==> src/sspsh_pkg.sv <==
// Package with widths, register map and shape codes for the scanline shape pixel shader.
package sspsh_pkg;

  localparam int COLUMN_BITS = 10;
  localparam int COORD_BITS  = 12;
  localparam int SIZE_BITS   = 11;
  localparam int THICK_BITS  = 8;
  localparam int COLOR_BITS  = 16;
  localparam int KIND_BITS   = 2;
  localparam int ADDR_BITS   = 5;
  localparam int DATA_BITS   = 32;
  localparam int IN_BITS     = 48;
  localparam int OUT_BITS    = 24;

  // Working width for positions, sums and differences of coordinates.
  localparam int POS_BITS    = 14;
  localparam int SQ_BITS     = 27;
  localparam int RAD_BITS    = 10;
  localparam int DIA_BITS    = 11;
  localparam int THR_BITS    = 22;

  localparam logic [2:0] REG_SHAPE_KIND     = 3'd0;
  localparam logic [2:0] REG_BOX_LEFT       = 3'd1;
  localparam logic [2:0] REG_BOX_TOP        = 3'd2;
  localparam logic [2:0] REG_BOX_WIDTH      = 3'd3;
  localparam logic [2:0] REG_BOX_HEIGHT     = 3'd4;
  localparam logic [2:0] REG_EDGE_THICKNESS = 3'd5;
  localparam logic [2:0] REG_INSIDE_COLOR   = 3'd6;
  localparam logic [2:0] REG_EDGE_COLOR     = 3'd7;

  localparam logic [KIND_BITS-1:0] SHAPE_NONE   = 2'd0;
  localparam logic [KIND_BITS-1:0] SHAPE_RECT   = 2'd1;
  localparam logic [KIND_BITS-1:0] SHAPE_CIRCLE = 2'd2;

endpackage

==> src/scanline_shape_pixel_shader_core.sv <==
// Top level of the scanline shape pixel shader: register file and four-stage pixel pipeline.
//
//  channel  direction  ports                        word
//  in_      slave      in_tvalid/in_tready/in_tdata  column, origin, limit, row
//  out_     master     out_tvalid/out_tready/out_tdata  write enable, colour
//  cfg_     APB slave  psel/penable/pwrite/paddr/..  one register per 4-byte address
//
// One word is accepted per cycle unless a stall at the output has filled the stages;
// each result passes in turn through the four register stages: input, box tests,
// squaring, compare.
// Every stage has its own valid bit and is refilled as soon as it empties, so a stall
// at the output back-pressures stage by stage and nothing is lost or repeated.
// rst_n is synchronous and clears the valid bits and all configuration registers.
// Derived box limits and circle thresholds are registered in the cycle after a write.
module scanline_shape_pixel_shader_core (
  input  logic                            clk,
  input  logic                            rst_n,
  input  logic                            in_tvalid,
  output logic                            in_tready,
  // pixel_column [9:0], window_origin [19:10], window_limit [29:20], line_row [41:30]
  input  logic [sspsh_pkg::IN_BITS-1:0]   in_tdata,
  output logic                            out_tvalid,
  input  logic                            out_tready,
  // write_enable [0], pixel_color [16:1]
  output logic [sspsh_pkg::OUT_BITS-1:0]  out_tdata,
  input  logic                            cfg_psel,
  input  logic                            cfg_penable,
  input  logic                            cfg_pwrite,
  input  logic [sspsh_pkg::ADDR_BITS-1:0] cfg_paddr,
  input  logic [sspsh_pkg::DATA_BITS-1:0] cfg_pwdata,
  output logic [sspsh_pkg::DATA_BITS-1:0] cfg_prdata,
  output logic                            cfg_pready
);
  import sspsh_pkg::*;

  // Configuration registers.
  logic [KIND_BITS-1:0]         kind_r;
  logic signed [COORD_BITS-1:0] left_r;
  logic signed [COORD_BITS-1:0] top_r;
  logic [SIZE_BITS-1:0]         width_r;
  logic [SIZE_BITS-1:0]         height_r;
  logic [THICK_BITS-1:0]        thick_r;
  logic [COLOR_BITS-1:0]        inside_color_r;
  logic [COLOR_BITS-1:0]        edge_color_r;

  logic       cfg_wr;
  logic [2:0] cfg_idx;

  assign cfg_pready = 1'b1;
  assign cfg_idx    = cfg_paddr[ADDR_BITS-1:2];
  assign cfg_wr     = cfg_psel && cfg_penable && cfg_pwrite && cfg_pready;

  always_ff @(posedge clk) begin
    if (!rst_n) begin
      kind_r         <= SHAPE_NONE;
      left_r         <= '0;
      top_r          <= '0;
      width_r        <= '0;
      height_r       <= '0;
      thick_r        <= '0;
      inside_color_r <= '0;
      edge_color_r   <= '0;
    end else if (cfg_wr) begin
      case (cfg_idx)
        REG_SHAPE_KIND:     kind_r         <= cfg_pwdata[KIND_BITS-1:0];
        REG_BOX_LEFT:       left_r         <= cfg_pwdata[COORD_BITS-1:0];
        REG_BOX_TOP:        top_r          <= cfg_pwdata[COORD_BITS-1:0];
        REG_BOX_WIDTH:      width_r        <= cfg_pwdata[SIZE_BITS-1:0];
        REG_BOX_HEIGHT:     height_r       <= cfg_pwdata[SIZE_BITS-1:0];
        REG_EDGE_THICKNESS: thick_r        <= cfg_pwdata[THICK_BITS-1:0];
        REG_INSIDE_COLOR:   inside_color_r <= cfg_pwdata[COLOR_BITS-1:0];
        REG_EDGE_COLOR:     edge_color_r   <= cfg_pwdata[COLOR_BITS-1:0];
        default: ;
      endcase
    end
  end

  always_comb begin
    case (cfg_idx)
      REG_SHAPE_KIND:     cfg_prdata = {{(DATA_BITS-KIND_BITS){1'b0}}, kind_r};
      REG_BOX_LEFT:       cfg_prdata = {{(DATA_BITS-COORD_BITS){1'b0}}, left_r};
      REG_BOX_TOP:        cfg_prdata = {{(DATA_BITS-COORD_BITS){1'b0}}, top_r};
      REG_BOX_WIDTH:      cfg_prdata = {{(DATA_BITS-SIZE_BITS){1'b0}}, width_r};
      REG_BOX_HEIGHT:     cfg_prdata = {{(DATA_BITS-SIZE_BITS){1'b0}}, height_r};
      REG_EDGE_THICKNESS: cfg_prdata = {{(DATA_BITS-THICK_BITS){1'b0}}, thick_r};
      REG_INSIDE_COLOR:   cfg_prdata = {{(DATA_BITS-COLOR_BITS){1'b0}}, inside_color_r};
      REG_EDGE_COLOR:     cfg_prdata = {{(DATA_BITS-COLOR_BITS){1'b0}}, edge_color_r};
      default:            cfg_prdata = '0;
    endcase
  end

  // Derived box limits and circle thresholds, refreshed every cycle.
  logic signed [POS_BITS-1:0] left_e, top_e, width_e, height_e, thick_e;
  logic signed [POS_BITS-1:0] right_r, bottom_r, left_in_r, top_in_r, right_in_r, bottom_in_r;
  logic signed [POS_BITS-1:0] cx_r, cy_r;
  logic [RAD_BITS-1:0]        radius;
  logic signed [DIA_BITS-1:0] inner_rad;
  logic [DIA_BITS-1:0]        inner_dia, outer_dia;
  logic [THR_BITS-1:0]        thr_in_r, thr_out_r;
  logic                       in_ok_r, out_ok_r;

  assign left_e   = {{(POS_BITS-COORD_BITS){left_r[COORD_BITS-1]}}, left_r};
  assign top_e    = {{(POS_BITS-COORD_BITS){top_r[COORD_BITS-1]}}, top_r};
  assign width_e  = {{(POS_BITS-SIZE_BITS){1'b0}}, width_r};
  assign height_e = {{(POS_BITS-SIZE_BITS){1'b0}}, height_r};
  assign thick_e  = {{(POS_BITS-THICK_BITS){1'b0}}, thick_r};

  assign radius    = (width_r[SIZE_BITS-1:1] < height_r[SIZE_BITS-1:1]) ?
                     width_r[SIZE_BITS-1:1] : height_r[SIZE_BITS-1:1];
  assign inner_rad = $signed({1'b0, radius}) - $signed({{(DIA_BITS-THICK_BITS){1'b0}}, thick_r});
  // Radii in half-pixel units, less one: the rounding boundary of each zone.
  assign inner_dia = {inner_rad[RAD_BITS-1:0], 1'b0} - DIA_BITS'(1);
  assign outer_dia = {radius, 1'b0} - DIA_BITS'(1);

  always_ff @(posedge clk) begin
    right_r     <= left_e + width_e;
    bottom_r    <= top_e + height_e;
    left_in_r   <= left_e + thick_e;
    top_in_r    <= top_e + thick_e;
    right_in_r  <= left_e + width_e - thick_e;
    bottom_in_r <= top_e + height_e - thick_e;
    cx_r        <= left_e + (width_e >>> 1);
    cy_r        <= top_e + (height_e >>> 1);
    in_ok_r     <= (inner_rad > 0);
    out_ok_r    <= (radius != '0);
    thr_in_r    <= THR_BITS'(inner_dia) * THR_BITS'(inner_dia);
    thr_out_r   <= THR_BITS'(outer_dia) * THR_BITS'(outer_dia);
  end

  // Stage ready chain: a stage loads when it is empty or its word moves on.
  logic v1_r, v2_r, v3_r, v4_r;
  logic rdy1, rdy2, rdy3, rdy4;

  assign rdy4      = !v4_r || out_tready;
  assign rdy3      = !v3_r || rdy4;
  assign rdy2      = !v2_r || rdy3;
  assign rdy1      = !v1_r || rdy2;
  assign in_tready = rdy1;

  always_ff @(posedge clk) begin
    if (!rst_n) begin
      v1_r <= 1'b0;
      v2_r <= 1'b0;
      v3_r <= 1'b0;
      v4_r <= 1'b0;
    end else begin
      if (rdy1) v1_r <= in_tvalid;
      if (rdy2) v2_r <= v1_r;
      if (rdy3) v3_r <= v2_r;
      if (rdy4) v4_r <= v3_r;
    end
  end

  // Stage 1: widget x coordinate and window test.
  logic [COLUMN_BITS-1:0]        col, org, lim;
  logic signed [COLUMN_BITS:0]   x_s1_r;
  logic signed [COORD_BITS-1:0]  row_s1_r;
  logic                          win_s1_r;

  assign col = in_tdata[COLUMN_BITS-1:0];
  assign org = in_tdata[2*COLUMN_BITS-1:COLUMN_BITS];
  assign lim = in_tdata[3*COLUMN_BITS-1:2*COLUMN_BITS];

  always_ff @(posedge clk) begin
    if (rdy1) begin
      x_s1_r   <= $signed({1'b0, col}) - $signed({1'b0, org});
      row_s1_r <= in_tdata[3*COLUMN_BITS+COORD_BITS-1:3*COLUMN_BITS];
      win_s1_r <= (col >= org) && (col <= lim);
    end
  end

  // Stage 2: box and border tests, offsets from the circle centre.
  logic signed [POS_BITS-1:0] x_e, row_e;
  logic                       cand_s2_r, border_s2_r;
  logic signed [POS_BITS-1:0] dx_s2_r, dy_s2_r;

  assign x_e   = {{(POS_BITS-COLUMN_BITS-1){x_s1_r[COLUMN_BITS]}}, x_s1_r};
  assign row_e = {{(POS_BITS-COORD_BITS){row_s1_r[COORD_BITS-1]}}, row_s1_r};

  always_ff @(posedge clk) begin
    if (rdy2) begin
      cand_s2_r   <= win_s1_r && (x_e >= left_e) && (x_e <= right_r) &&
                     (row_e >= top_e) && (row_e <= bottom_r);
      border_s2_r <= (x_e < left_in_r) || (x_e > right_in_r) ||
                     (row_e < top_in_r) || (row_e > bottom_in_r);
      dx_s2_r     <= x_e - cx_r;
      dy_s2_r     <= row_e - cy_r;
    end
  end

  // Stage 3: squared offsets.
  logic signed [2*POS_BITS-1:0] dx_sq, dy_sq;
  logic [SQ_BITS-1:0]           dx2_s3_r, dy2_s3_r;
  logic                         cand_s3_r, border_s3_r;

  assign dx_sq = (2*POS_BITS)'(dx_s2_r) * (2*POS_BITS)'(dx_s2_r);
  assign dy_sq = (2*POS_BITS)'(dy_s2_r) * (2*POS_BITS)'(dy_s2_r);

  always_ff @(posedge clk) begin
    if (rdy3) begin
      dx2_s3_r    <= dx_sq[SQ_BITS-1:0];
      dy2_s3_r    <= dy_sq[SQ_BITS-1:0];
      cand_s3_r   <= cand_s2_r;
      border_s3_r <= border_s2_r;
    end
  end

  // Stage 4: zone compare and colour choice into the output register.
  logic [SQ_BITS:0]   dist_sum;
  logic [SQ_BITS+2:0] dist4;
  logic               in_zone, edge_zone;
  logic               we_nxt;
  logic [COLOR_BITS-1:0] color_nxt;
  logic               we_r;
  logic [COLOR_BITS-1:0] color_r;

  assign dist_sum  = {1'b0, dx2_s3_r} + {1'b0, dy2_s3_r};
  assign dist4     = {dist_sum, 2'b00};
  assign in_zone   = in_ok_r && (dist4 <= {{(SQ_BITS+3-THR_BITS){1'b0}}, thr_in_r});
  assign edge_zone = out_ok_r && (dist4 <= {{(SQ_BITS+3-THR_BITS){1'b0}}, thr_out_r});

  always_comb begin
    we_nxt    = 1'b0;
    color_nxt = '0;
    if (cand_s3_r) begin
      case (kind_r)
        SHAPE_RECT: begin
          we_nxt    = 1'b1;
          color_nxt = border_s3_r ? edge_color_r : inside_color_r;
        end
        SHAPE_CIRCLE: begin
          if (in_zone) begin
            we_nxt    = 1'b1;
            color_nxt = inside_color_r;
          end else if (edge_zone) begin
            we_nxt    = 1'b1;
            color_nxt = edge_color_r;
          end
        end
        default: ;
      endcase
    end
  end

  always_ff @(posedge clk) begin
    if (rdy4) begin
      we_r    <= we_nxt;
      color_r <= color_nxt;
    end
  end

  assign out_tvalid = v4_r;
  assign out_tdata  = {{(OUT_BITS-COLOR_BITS-1){1'b0}}, color_r, we_r};

endmodule

==> config.mk <==
export PLATFORM = sky130hd
export DESIGN_NAME = scanline_shape_pixel_shader_core
export DESIGN_NICKNAME = d
export VERILOG_FILES = /design/src/sspsh_pkg.sv /design/src/scanline_shape_pixel_shader_core.sv
export SDC_FILE = /design/constraint.sdc
export NUM_CORES = 2
export LEC_CHECK = 0
export BUFFER_PORTS_ARGS = -buffer_cell sky130_fd_sc_hd__buf_2
export CORE_MARGIN = 5
export CORE_UTILIZATION = 60
export CTS_CLUSTER_SIZE = 8
export DETAILED_ROUTE_END_ITERATION = 8
export GPL_TIMING_DRIVEN = 0
export PLACE_DENSITY = 0.82
export SLEW_MARGIN = 10
export SYNTH_ARGS = -nofsm -noshare
export SYNTH_HDL_FRONTEND = slang
export SYNTH_SLANG_ARGS = --single-unit
==> constraint.sdc <==
create_clock -name clk -period 22.9 [get_ports clk]
set_input_delay 2.29 -clock clk [delete_from_list [all_inputs] [get_ports clk]]
set_output_delay 2.29 -clock clk [all_outputs]
set_load 0.1 [all_outputs]
; Word-level counts from Yosys, hierarchy flattened
; Cells that the tools add are included.
[word_totals]
register_bits = 371
word_cells = 118
out_inout_bits = 59
[op_classes]
reduce_logical = 30
muxes = 9
magnitude_cmp = 14
add_sub_neg = 15
multipliers = 4
eq_ne = 9
[op_table]
columns = cell, count
row1 = case mux 32 bit (8 select lines), 1
row2 = less-or-equal comparator 30 x 22 -> 1 bit, 2
row3 = multiplier 14 x 14 -> 27 bit, 2
row4 = two-way mux 16 bit, 3
row5 = multiplier 11 x 11 -> 22 bit, 2
row6 = case mux 16 bit (2 select lines), 1
row7 = adder 27 x 27 -> 28 bit, 1
row8 = subtractor 13 x 9 -> 14 bit, 2
row9 = adder 12 x 11 -> 13 bit, 2
row10 = adder 12 x 12 -> 13 bit, 2
row11 = adder 12 x 9 -> 13 bit, 2
row12 = "subtractor 11 x 1 -> 11 bit, second input constant", 2
row13 = AND reduction 2 bit, 8
row14 = greater-than comparator 11 x 14 -> 1 bit, 1
row15 = greater-than comparator 12 x 14 -> 1 bit, 1
row16 = subtractor 11 x 13 -> 14 bit, 1
row17 = subtractor 12 x 13 -> 14 bit, 1
row18 = less-or-equal comparator 11 x 13 -> 1 bit, 1
row19 = less-or-equal comparator 12 x 13 -> 1 bit, 1
row20 = less-than comparator 11 x 13 -> 1 bit, 1
row21 = less-than comparator 12 x 13 -> 1 bit, 1
row22 = "equality test 3 bit, second input constant", 4
row23 = greater-or-equal comparator 11 x 12 -> 1 bit, 1
row24 = greater-or-equal comparator 12 bit, 1
row25 = other kinds (18), 37

; Logic depth before layout (Yosys ltp)
[depth]
word_depth = 6
mapped_depth = 39

; Worst setup path after synthesis
; No wires, ideal clock.
[synth_path]
kind = reg-to-reg
startpoint = reg height_r[2]
endpoint = reg thr_in_r[21]
t_arrival_ps = 9121
path_slack_ps = 13647
period_less_slack_ps = 9253
required_time_ps = 22768
setup_time_ps = 132
stages_incl_launch_ff = 39
path_cell_list = dfxtp_1 -> inv_1 -> ha_1 -> a21o_1 -> a21oi_1 -> o21a_1 -> o21ai_4 -> buf_2 -> mux2_2 -> inv_1 -> ha_1 -> inv_1 -> fa_1 -> a21o_1 -> a21o_1 -> xor2_1 -> or3_1 -> clkbuf_1 -> [... 3 more ...] -> nand2_1 -> fa_1 -> fa_1 -> inv_1 -> fa_1 -> fa_1 -> inv_1 -> fa_1 -> inv_1 -> ha_1 -> and3_1 -> a21oi_1 -> o21ai_0 -> o211a_1 -> o21a_1 -> o21a_1 -> o41ai_1 -> xor2_1
[synth_via]
elab_chain_len = 5
[synth_rtl]
columns = item, line_no
row1 = "start, declared", scanline_shape_pixel_shader_core.sv:41  ; logic [SIZE_BITS-1:0] height_r;
row2 = "start signal, assigned", scanline_shape_pixel_shader_core.sv:69  ; REG_BOX_HEIGHT: height_r <= cfg_pwdata[SIZE_BITS-1:0];
row3 = less-than comparator 10 bit, scanline_shape_pixel_shader_core.sv:108  ; assign radius = (width_r[SIZE_BITS-1:1] < height_r[SIZE_BITS-1:1]) ?
row4 = two-way mux 10 bit *, scanline_shape_pixel_shader_core.sv:108
row5 = subtractor 10 x 8 -> 11 bit *, scanline_shape_pixel_shader_core.sv:110  ; assign inner_rad = $signed({1'b0, radius}) - $signed({{(DIA_BITS-THICK_BITS){1'b0}}, thick_r});
row6 = subtractor 11 x 1 -> 11 bit *, scanline_shape_pixel_shader_core.sv:112  ; assign inner_dia = {inner_rad[RAD_BITS-1:0], 1'b0} - DIA_BITS'(1);
row7 = multiplier 11 x 11 -> 22 bit *, scanline_shape_pixel_shader_core.sv:126  ; thr_in_r <= THR_BITS'(inner_dia) * THR_BITS'(inner_dia);
row8 = "end signal, assigned", scanline_shape_pixel_shader_core.sv:126
row9 = "end, declared", scanline_shape_pixel_shader_core.sv:99  ; logic [THR_BITS-1:0] thr_in_r, thr_out_r;
; Mark *: on every way between the ends. The rest lies on a longest branch, timed or not.
; A chain may end at the register's enable or synchronous reset.

; Final worst setup path
; Ends and elaborated chain as after synthesis.

==> impl_metrics.toml <==
[run_status]
status = "complete, no violations"

[setup_path]
crit_fanout = 10
arrival_ps = 11650
cpMostUsedCell = "fa_1"
path_buf_inv = 7
timing.rr.end = "thr_in_r[21]$_DFF_P_"
cp_top_family = "adder cells"
crit_path_start_kind = "flop"
slowest_delay_ps = 950
crit_slowest_cell = "nor3_1"
r2r_cells = 37
r2r_slack_ps = 11720
path_class = "reg2reg"
critical_path_required_ps = 23370
worst_setup_path_end_kind = "flop"
r2r-start = "height_r[2]$_SDFFE_PN0P_"

[worst_hold_path]
hold_end = "cand_s3_r$_DFFE_PP_"
min_path_type = "reg2reg"
whs_path_depth = 0
hp-start = "cand_s2_r$_DFFE_PP_"

[routing]
ant_nets = 0
avgViaCountPerCell = 5.67
drc_errors = 0
routed-via-count = 30500
wl_mm = 99.9
first_iter_violations = 1984
drt-pass1-iter-count = 6
wl_per_cell_um = 18.6

[clock_tree]
clock-sinks = 363
hold_buffers = 0
clk_latency_ps = 610
numCtsBuffers = 51
path_clk_slew_ps = 50
cts_tree = "built"
h-tree-depth = 2
clk_path_buf_depth = 3
cts_resized = 0
ctsRootBufferMaster = "clkbuf_16"
cts_setup_buffers = 0

[synth]
ys_seq_area_share_pct = 20.9
postSynthRegisterBits = 363
ys.warnings.count = 0
synth_area_leaders = "fa_1 (24%), ha_1 (16%), dfxtp_1 (12%)"
synth_ff_type = "dfxtp_1"
avgSynthCellArea_um2 = 9.46
syn_inst = 4309
synth_area_um2 = 40800
synth_area_leader_cell = "fa_1"
synth.distinct_cells = 88
yosysTopAreaCellShare_pct = 23.5
synth_edf_count = 125
async_flop_share_pct = 0

[timing]
setup_tns_ps = 0
finClkSkew_ps = 44.6
finalMaxSlewViolations = 0
fmax_mhz = 89.5
grt_setup_unrepaired = "no"
hold_violations = 0
fin_crit_sh_pct = 48.8
fin_crit_ps = 11180
slew_headroom_pct = 21.0
finalSetupViolations = 0
worst_slew_pin_slew_ps = 1180

[place]
gp_congestion = 0.951
port_buffers = 98
dp_hpwl_mm = 80.8

[layout]
multi_input_area_um2 = 28800
drive_gt1_share_pct = 5.56
area_growth_pct = 7.79
fin_nets = 5589
seq_area_um2 = 8520
n_fill_cell = 5348
n_antenna_cell = 0

[floorplan]
core_area_um2 = 67300
boundaryPins = 151
initial_core_util_pct = 60.6
die-area_um2 = 73300
die_y_um = 271
row_count = 95
chipWidth_um = 271

[grt]
grt_max_degree = 55
grt_use_total_pct = 27.3
globalRouteOverflowTotal = 0
grt_pass1_vias = 32100
antenna_found_initial = 0
grt_pass1_wl_mm = 163

[run]
maxCapViolCount = 0
[cells by family after synthesis]
logic type	after synthesis	synth area share [%]
flops	363	20.9
compound gates	686	11.3
xor+xnor	244	5.33
fa+ha+maj	1012	39.9
simple gates	1010	11.9
other cells	2	0.0184
buf+inv	922	8.78
mux	70	1.93
[cells in the final DEF, fill, tap and decap left out, types with 15 or more instances in the layout]
| cell | count |
|---|---|
| o21ai_0 | 131 |
| nand2_1 | 330 |
| a211oi_1 | 18 |
| nand4_1 | 20 |
| buf_2 | 99 |
| nor2_1 | 236 |
| mux2i_1 | 55 |
| clkbuf_1 | 98 |
| and3_1 | 15 |
| a21o_1 | 92 |
| nand2b_1 | 43 |
| and2_1 | 120 |
| o21bai_1 | 21 |
| a21oi_1 | 162 |
| a21boi_0 | 86 |
| nor3_1 | 53 |
| nor2b_1 | 81 |
| nand3_1 | 45 |
| clkbuf_16 | 52 |
| fa_1 | 479 |
| buf_4 | 25 |
| ha_1 | 533 |
| edfxtp_1 | 125 |
| xnor2_1 | 175 |
| or3_1 | 18 |
| xor2_1 | 63 |
| dfxtp_1 | 238 |
| a31oi_1 | 15 |
| conb_1 | 26 |
| inv_1 | 809 |
| o21a_1 | 44 |
[Yosys cell counts (20+ instances only)]
| cell type | n |
|---|---|
| inv_1 | 810 |
| ha_1 | 533 |
| fa_1 | 479 |
| nand2_1 | 332 |
| dfxtp_1 | 238 |
| nor2_1 | 236 |
| xnor2_1 | 176 |
| a21oi_1 | 162 |
| o21ai_0 | 131 |
| edfxtp_1 | 125 |
| and2_1 | 120 |
| a21o_1 | 92 |
| a21boi_0 | 86 |
| nor2b_1 | 81 |
| clkbuf_1 | 73 |
| xor2_1 | 63 |
| mux2i_1 | 55 |
| nor3_1 | 53 |
| nand3_1 | 45 |
| o21a_1 | 44 |
| nand2b_1 | 43 |
| buf_4 | 25 |
| o21bai_1 | 21 |
| nand4_1 | 20 |
[area by class of cell]
type                       instances  share of cell area (%)
clock inverter                     3                   0.159
buffer                           107                    1.18
tap                              873                    2.49
multi-input combinational       3048                    65.5
inverter                         815                    6.96
timing repair buffer              99                    1.16
sequential                       363                    19.4
clock buffer                      77                    3.17
[state kept, by name (all words and copies together) (netlist names), 14 cells and up]
register	count
dx2_s3_r	26
dy2_s3_r	26
thr_in_r	19
thr_out_r	19
color_r	16
edge_color_r	16
inside_color_r	16
bottom_in_r	14
dx_s2_r	14
dy_s2_r	14
right_in_r	14
[worst max path at each step]
stage                        startpoint                   end  cells after the start
2_1_floorplan  height_r[2]$_SDFFE_PN0P_  thr_in_r[21]$_DFF_P_                     38
3_3_place_gp   height_r[2]$_SDFFE_PN0P_  thr_in_r[21]$_DFF_P_                     37
3_5_place_dp   height_r[2]$_SDFFE_PN0P_  thr_in_r[21]$_DFF_P_                     37
4_1_cts        height_r[2]$_SDFFE_PN0P_  thr_in_r[21]$_DFF_P_                     37
5_1_grt        height_r[6]$_SDFFE_PN0P_  thr_in_r[21]$_DFF_P_                     37
6_report       height_r[2]$_SDFFE_PN0P_  thr_in_r[21]$_DFF_P_                     37
[stage by stage]
step	cells	instance area, um^2	utilization, %	setup WS, ps	hold WS (ps)
floorplan	4333	40900	-	13650	400
global placement	5304	42400	63.1	12020	408
detailed placement	5305	42500	63.1	11930	422
CTS	5385	43900	65.3	11910	434
global route	5385	44000	65.3	11130	447
finish	5385	44000	65.3	11720	434
[metal layers]
layer	wire, um	track usage, %	share of wire, %	vias to the layer above
met2	48500	47.3	49	1016
met3	6050	3.43	6.1	271
li1	-	-	-	14300
met4	5130	12.1	5.1	0
met1	40300	34.4	40	14900
met5	0	0	0	-
Power is not shown: default switching activity piles up to over one toggle a cycle in this logic, so the estimate is an artifact.
